**config.mk**
```make
export PLATFORM = sky130hd
export DESIGN_NAME = varint_and_big_endian_field_decoder
export DESIGN_NICKNAME = d
export VERILOG_FILES = /design/src/hw/rtl/vbd_pkg.sv /design/src/hw/rtl/vbd_pipe_reg.sv /design/src/hw/rtl/vbd_core.sv /design/src/hw/rtl/varint_and_big_endian_field_decoder.sv
export SDC_FILE = /design/constraint.sdc
export NUM_CORES = 1
export LEC_CHECK = 0
export BUFFER_PORTS_ARGS = -buffer_cell sky130_fd_sc_hd__clkbuf_2
export CAP_MARGIN = 10
export CORE_ASPECT_RATIO = 1.4
export CORE_MARGIN = 4
export CORE_UTILIZATION = 30
export CTS_CLUSTER_SIZE = 8
export DETAILED_ROUTE_END_ITERATION = 10
export GPL_ROUTABILITY_DRIVEN = 0
export SLEW_MARGIN = 5
export SYNTH_ARGS = -nofsm -noshare
export SYNTH_HDL_FRONTEND = slang
export SYNTH_HIERARCHICAL = 1
export SYNTH_SLANG_ARGS = --single-unit
```
**constraint.sdc**
```tcl
create_clock -name i_clk -period 6.6 [get_ports i_clk]
set_input_delay 1.32 -clock i_clk [delete_from_list [all_inputs] [get_ports i_clk]]
set_output_delay 1.32 -clock i_clk [all_outputs]
set_load 0.05 [all_outputs]
```
**src/hw/rtl/vbd_pkg.sv**
```systemverilog
// ----------------------------------------------------------------------------
// vbd_pkg: shared types and codes for the varint / big-endian field decoder
// Field kind and status codes, and the input and result records.
// ----------------------------------------------------------------------------
`default_nettype none

package vbd_pkg;

    // field kinds, same coding as the func input
    localparam logic [2:0] KIND_U8      = 3'd0;
    localparam logic [2:0] KIND_U16     = 3'd1;
    localparam logic [2:0] KIND_U32     = 3'd2;
    localparam logic [2:0] KIND_U64     = 3'd3;
    localparam logic [2:0] KIND_VARINT  = 3'd4;
    localparam logic [2:0] KIND_VARLONG = 3'd5;

    // result status codes
    localparam logic [1:0] STATUS_OK       = 2'd0;
    localparam logic [1:0] STATUS_BOUNDS   = 2'd1;
    localparam logic [1:0] STATUS_TOO_LONG = 2'd2;

    // variable integer group handling
    localparam logic [7:0] GROUP_MASK          = 8'h7F;
    localparam logic [7:0] CONT_BIT            = 8'h80;
    localparam logic [7:0] VARINT_SHIFT_LIMIT  = 8'd35;
    localparam logic [7:0] VARLONG_SHIFT_LIMIT = 8'd70;

    localparam int IN_W  = 12;
    localparam int RES_W = 69;

    typedef struct packed {
        logic       packet_end;
        logic [2:0] func;
        logic [7:0] data_byte;
    } t_in_item;

    typedef struct packed {
        logic [1:0]  status;
        logic [2:0]  kind;
        logic [63:0] value;
    } t_result;

endpackage

`default_nettype wire

```
**src/hw/rtl/vbd_pipe_reg.sv**
```systemverilog
// ----------------------------------------------------------------------------
// vbd_pipe_reg: one-deep pipeline register with valid/ready handshake
// Loads whenever empty or when the held transaction leaves in the same cycle.
// ----------------------------------------------------------------------------
`default_nettype none

module vbd_pipe_reg #(
    parameter int WIDTH = 8
) (
    input  wire logic             i_clk,
    input  wire logic             i_rst_n,
    input  wire logic             i_valid,
    output logic                  o_ready,
    input  wire logic [WIDTH-1:0] i_data,
    output logic                  o_valid,
    input  wire logic             i_ready,
    output logic [WIDTH-1:0]      o_data
);

    logic             r_valid;
    logic [WIDTH-1:0] r_data;

    // accept when empty or draining this cycle
    assign o_ready = !r_valid || i_ready;
    assign o_valid = r_valid;
    assign o_data  = r_data;

    // track occupancy
    always_ff @(posedge i_clk) begin
        if (!i_rst_n) begin
            r_valid <= 1'b0;
        end else if (o_ready) begin
            r_valid <= i_valid;
        end
    end

    // hold payload until the next load
    always_ff @(posedge i_clk) begin
        if (o_ready && i_valid) begin
            r_data <= i_data;
        end
    end

endmodule

`default_nettype wire

```
**src/hw/rtl/vbd_core.sv**
```systemverilog
// ----------------------------------------------------------------------------
// vbd_core: per-byte field decode
// Holds the open field state and works out each byte's result in one pass.
// ----------------------------------------------------------------------------
`default_nettype none

module vbd_core (
    input  wire logic              i_clk,
    input  wire logic              i_rst_n,
    input  wire logic              i_advance,
    input  wire vbd_pkg::t_in_item i_item,
    output logic                   o_res_valid,
    output vbd_pkg::t_result       o_result
);

    logic [63:0] r_acc;
    logic [3:0]  r_bytes;
    logic [2:0]  r_kind;
    logic [63:0] n_acc;
    logic [3:0]  n_bytes;
    logic [2:0]  n_kind;

    logic        start;
    logic        drop;
    logic [2:0]  kind;
    logic [3:0]  n_cnt;
    logic [63:0] acc_base;
    logic [63:0] acc_fixed;
    logic [63:0] acc_var;
    logic [63:0] group;
    logic [6:0]  shift;
    logic [7:0]  shift_end;
    logic [7:0]  limit;
    logic        fixed_done;

    // pick up the kind on a field's first byte
    always_comb begin
        start    = (r_bytes == 4'd0);
        drop     = start && (i_item.func > vbd_pkg::KIND_VARLONG);
        kind     = start ? i_item.func : r_kind;
        n_cnt    = r_bytes + 4'd1;
        acc_base = start ? 64'd0 : r_acc;
    end

    // big-endian assembly and 7-bit group placement
    always_comb begin
        acc_fixed  = {acc_base[55:0], i_item.data_byte};
        fixed_done = ({1'b0, n_cnt} >= (5'd1 << kind[1:0]));
        shift      = 7'({3'b000, r_bytes} * 7'd7);
        shift_end  = {1'b0, shift} + 8'd7;
        limit      = (kind == vbd_pkg::KIND_VARINT) ? vbd_pkg::VARINT_SHIFT_LIMIT
                                                    : vbd_pkg::VARLONG_SHIFT_LIMIT;
        if (shift < 7'd64) begin
            group = {56'd0, i_item.data_byte & vbd_pkg::GROUP_MASK} << shift[5:0];
        end else begin
            group = 64'd0;
        end
        acc_var = acc_base | group;
        if (kind == vbd_pkg::KIND_VARINT) begin
            acc_var[63:32] = 32'd0;
        end
    end

    // result and next state
    always_comb begin
        o_res_valid     = 1'b0;
        o_result.value  = 64'd0;
        o_result.kind   = kind;
        o_result.status = vbd_pkg::STATUS_OK;
        n_acc           = r_acc;
        n_bytes         = r_bytes;
        n_kind          = r_kind;
        if (!drop) begin
            n_kind = kind;
            if (kind < vbd_pkg::KIND_VARINT) begin
                n_acc = acc_fixed;
                if (fixed_done) begin
                    o_res_valid    = 1'b1;
                    o_result.value = acc_fixed;
                end
            end else begin
                n_acc = acc_var;
                if ((i_item.data_byte & vbd_pkg::CONT_BIT) == 8'd0) begin
                    o_res_valid    = 1'b1;
                    o_result.value = acc_var;
                end else if (shift_end >= limit) begin
                    o_res_valid     = 1'b1;
                    o_result.status = vbd_pkg::STATUS_TOO_LONG;
                end
            end
            if (!o_res_valid && i_item.packet_end) begin
                o_res_valid     = 1'b1;
                o_result.status = vbd_pkg::STATUS_BOUNDS;
            end
            if (o_res_valid) begin
                n_acc   = 64'd0;
                n_bytes = 4'd0;
                n_kind  = vbd_pkg::KIND_U8;
            end else begin
                n_bytes = n_cnt;
            end
        end
    end

    // advance field state once per accepted byte
    always_ff @(posedge i_clk) begin
        if (!i_rst_n) begin
            r_bytes <= 4'd0;
            r_kind  <= vbd_pkg::KIND_U8;
        end else if (i_advance) begin
            r_bytes <= n_bytes;
            r_kind  <= n_kind;
        end
    end

    always_ff @(posedge i_clk) begin
        if (i_advance) begin
            r_acc <= n_acc;
        end
    end

endmodule

`default_nettype wire

```
**src/hw/rtl/varint_and_big_endian_field_decoder.sv**
```systemverilog
// ----------------------------------------------------------------------------
// varint_and_big_endian_field_decoder: packet field decoder
// Big-endian unsigned fields and VarInt / VarLong decode, one byte a cycle while the output drains.
// ----------------------------------------------------------------------------
// Usage:
//   Input stream: one packet byte per transaction in s_tdata, the field kind
//   in s_tuser (sampled only on a field's first byte), s_tlast on the last
//   byte of a packet.
//   Output stream: one transaction per completed or failed field, value in
//   m_tdata, kind and status in m_tuser.
//   Path: an accepted byte is held in the input register, then decoded
//   into the result register.
//   Throughput: one byte per cycle while the result register can drain; each
//   byte's shift/OR decode fits in the single stage between the two registers,
//   and the field state loop closes in that stage.
//   Reset: clears both register stages and closes any open field.
//   Stall: while the result register is full and m_tready is low, the
//   decode stage holds; the input register takes one more byte if it is empty,
//   then s_tready drops until the result leaves.
// ----------------------------------------------------------------------------
`default_nettype none

module varint_and_big_endian_field_decoder (
    input  wire logic        i_clk,
    input  wire logic        i_rst_n,
    input  wire logic        i_s_tvalid,
    output logic             o_s_tready,
    input  wire logic [7:0]  i_s_tdata,   // [7:0] data_byte
    input  wire logic [2:0]  i_s_tuser,   // [2:0] func
    input  wire logic        i_s_tlast,   // packet_end
    output logic             o_m_tvalid,
    input  wire logic        i_m_tready,
    output logic [63:0]      o_m_tdata,   // [63:0] value
    output logic [4:0]       o_m_tuser    // [2:0] kind, [4:3] status
);

    vbd_pkg::t_in_item in_item;
    vbd_pkg::t_in_item held_item;
    vbd_pkg::t_result  result;
    vbd_pkg::t_result  out_result;
    logic              held_valid;
    logic              out_ready;
    logic              advance;
    logic              res_valid;

    // pack input fields
    always_comb begin
        in_item.data_byte  = i_s_tdata;
        in_item.func       = i_s_tuser;
        in_item.packet_end = i_s_tlast;
    end

    // input register
    vbd_pipe_reg #(
        .WIDTH (vbd_pkg::IN_W)
    ) u_in_reg (
        .i_clk   (i_clk),
        .i_rst_n (i_rst_n),
        .i_valid (i_s_tvalid),
        .o_ready (o_s_tready),
        .i_data  (in_item),
        .o_valid (held_valid),
        .i_ready (out_ready),
        .o_data  (held_item)
    );

    // decode the held byte when the result register has room
    assign advance = held_valid && out_ready;

    vbd_core u_core (
        .i_clk       (i_clk),
        .i_rst_n     (i_rst_n),
        .i_advance   (advance),
        .i_item      (held_item),
        .o_res_valid (res_valid),
        .o_result    (result)
    );

    // result register
    vbd_pipe_reg #(
        .WIDTH (vbd_pkg::RES_W)
    ) u_out_reg (
        .i_clk   (i_clk),
        .i_rst_n (i_rst_n),
        .i_valid (advance && res_valid),
        .o_ready (out_ready),
        .i_data  (result),
        .o_valid (o_m_tvalid),
        .i_ready (i_m_tready),
        .o_data  (out_result)
    );

    // unpack result fields
    assign o_m_tdata = out_result.value;
    assign o_m_tuser = {out_result.status, out_result.kind};

endmodule

`default_nettype wire

```
==> impl_metrics.toml <==
[power]
p_sw_share_pct = 27.1
p_leak_nw = 3.56
power_frac_clock_pct = 39.8
max-vdd-ir-drop_uv = 129
power_mw = 2.38
p_per_area_nw_per_um2 = 230
intPower_mw = 1.73
seqPwrFrac_pct = 47.8
p_switching_uw = 646
combPwrFrac_pct = 12.4

[place]
dp_hpwl_mm = 19.9
portBuffers = 86
pre_cts_slack_ns = 1.41
place_area_um2 = 9790

[hold_path]
hold_path.class = "flop to flop"
min_from = "u_core/r_kind[0]"

[critical_path]
crit_buf_inv = 3
cp_data_required_time_ns = 6.83
crit_chain = "fa_1, ha_1, fa_1, buf_4, clkinv_1, nor3_1, xnor2_1, ha_1, a311oi_1, a41oi_1, a311oi_4, buf_4, o22ai_1, a221oi_1"
r2r_start = "u_core/r_bytes[1]"
r2r_cells = 14
reg2reg_slack_ns = 1.38
r2r_end = "u_core/r_acc[22]"
crit_path_start_kind = "flop"
arrival_ns = 5.45
cp_slowest_cell = "fa_1"
crit_fanout = 18
critPathMaxStageDelay_ns = 0.55
end_kind = "flop"
path_class = "flop to flop"
critPathLaunch = "u_core/r_bytes[1]"
crit_family = "adder cells"
cp_num_cells = 14
cp-endpoint = "u_core/r_acc[22]"

[logic_synthesis]
syn_area_per_cell_um2 = 10.2
synth_edf_count = 145
synth-main-ff-cell = "edfxtp_1"
ys_async_sr_fraction_pct = 0
yosysSeqAreaShare_pct = 50.6
ys_warn_count = 6
yosysTopAreaCellShare_pct = 48.6
netlist_area_um2 = 8960
synth_cell_types = 66
ys_ff_latch = 154
synth_area_leaders = "edfxtp_1 (49%), a22oi_1 (6.6%), nor2_1 (4.9%)"
synth_nets = 920
synth_largest_area_cell = "edfxtp_1"
syn-instance-count = 883

[clock_tree]
cts_buffers = 17
cts_setup_buffers = 0
clock-sinks = 154
htreeDepth = 4
cts_resized = 0
clk_path_buf_depth = 2
clkTransAtPathRegs_ns = 0.07
clk_latency_ns = 0.44
cts_tree = "yes"
hold_buffers = 0
cts-root-buf = "clkbuf_16"

[global_route]
grt_pass1_wl_mm = 44.2
grtUsageTotal_pct = 17.4
grt_max_degree = 89
grt-ovfl-total = 0
grt_pass1_vias = 7390
antenna_found_initial = 0

[final_layout]
nets = 979
design_area_um2 = 10300
drive_gt1_share_pct = 16.9
synthToLayoutAreaGrowth_pct = 15.4
final_util_pct = 35.3
antenna_cells = 0

[timing]
rsz0062_at_grt = "no"
max_freq_mhz = 192
min_period_ns = 5.22
fin_ws_ns = 1.38
worst_slew_pin_slew_ns = 1.22
fin_skew_ns = 0.0128
finalSetupViolCount = 0
hold_viol_final = 0
setup_tns_ns = 0
period_share_pct = 79.1
finalMaxSlewViolations = 0
slew_headroom_pct = 18.3

[floorplanning]
fp.dieH_um = 213
dieArea_um2 = 32700
core_um2 = 29400
io_pins = 87
fp.dieW_um = 154
initial_core_util_pct = 30.5
placementRows = 74

[routing]
drtIter0Drc = 900
wl_per_cell_um = 21.8
drc = 0
dr.pass1.iters = 6
ant_nets = 0
vias = 7758
routed_wl_mm = 29.1
via_per_inst = 5.82

[status]
outcome = "complete, no violations"

[flow_run]
maxCapViolCount = 0
==> worst min path at each step <==
stage | cells after the start | slack [ns] | endpoint
floorplan | 2 | 0.45 | u_core/r_kind[1]
global placement | 2 | 0.47 | u_core/r_kind[0]
detailed placement | 2 | 0.47 | u_core/r_kind[0]
CTS | 2 | 0.48 | u_core/r_kind[0]
global route | 2 | 0.50 | u_core/r_kind[0]
finish | 2 | 0.48 | u_core/r_kind[0]
==> power groups by stage <==
stage                     sequential (mW)  clock (mW)  combinational, mW
after floorplan                      1.21           0              0.144
after global placement               1.16           0              0.290
after detailed placement             1.16           0              0.291
after CTS                            1.14       0.960              0.292
after global routing                 1.14       0.999              0.311
final                                1.14       0.947              0.295
==> cells in the mapped netlist (all sizes together) (5+ instances only) <==
master,instances
o211ai,8
a21boi,10
nand2b,13
inv,15
ha,17
nand3,12
mux2i,14
edfxtp,145
nor2b,6
dfxtp,9
xnor2,6
clkbuf,52
o21a,9
o22ai,15
a31oi,6
nor2,119
nor3,13
and2,15
o41ai,5
o21ai,47
a22o,16
buf,16
a32o,10
a21oi,26
a32oi,14
o2bb2ai,14
a22oi,79
nand2,107
==> worst min-delay path, cell delays in order (launching register included) <==
cell and delay (ns):
dfxtp_1 0.32, nand2_1 0.05, a21boi_0 0.06
==> flip-flops by register name (all words and copies together), names as in the netlist <==
register and flops:
u_in_reg/o_data 12, u_out_reg/o_data 69, u_in_reg/o_valid 1, u_core/r_kind 3
u_out_reg/o_valid 1, u_core/r_bytes 4, u_core/r_acc 64
==> cell usage in the layout (no fill, tap or decap), types with 5 or more instances in the layout <==
master	Yosys	routed
o211ai_1	8	8
nor2b_1	6	6
nand2b_1	11	11
a22oi_1	79	79
a21oi_1	26	26
ha_1	17	17
clkbuf_2	0	86
nand2_1	107	106
edfxtp_1	145	145
clkbuf_16	0	17
clkinv_1	4	6
o21a_1	9	9
inv_1	15	15
a32oi_1	14	14
o2bb2ai_1	14	14
o21ai_0	46	45
nor3_1	12	10
o41ai_1	5	5
a22o_1	16	16
a31oi_1	6	6
nor2_1	118	118
o22ai_1	15	15
a32o_1	10	10
nand3_1	12	12
and2_1	12	12
dfxtp_1	9	9
a21boi_0	8	8
buf_4	2	21
mux2i_1	14	14
xnor2_1	6	6
==> cell families after synthesis <==
group	share of synthesized area (%)
xor gates and xnor gates	0.879
adders and majority gates	3.27
muxes	3.07
and+or+nand+nor	15.1
AOI/OAI and AO/OA	23.2
DFF	50.6
buffers and inverters	3.88
==> metrics by stage <==
| stage | std cells | hold WS, ns |
|---|---|---|
| 3_5_place_dp | 1303 | 0.472 |
| 4_1_cts | 1334 | 0.483 |
| 5_1_grt | 1334 | 0.496 |
| 6_report | 1334 | 0.483 |
| 2_1_floorplan | 883 | 0.454 |
| 3_3_place_gp | 1303 | 0.467 |
==> layout make-up <==
type	instances	area (µm²)
Multi-Input combinational cell	642	4100
Timing Repair Buffer	108	608
Sequential cell	154	4530
Inverter	19	71.3
Clock buffer	18	429
Fill cell	2939	19000
Tap cell	380	475
Clock inverter	13	129
==> routing by layer <==
| layer | vias up | part of all wire (%) | GRT usage, % |
|---|---|---|---|
| met1 | 3738 | 38 | 21.1 |
| li1 | 3474 | - | - |
| met5 | - | 0 | 0 |
| met3 | 91 | 7.6 | 3.52 |
| met2 | 455 | 48 | 28.8 |
| met4 | 0 | 5.8 | 9.99 |
Power figures use the tool's default switching activity.
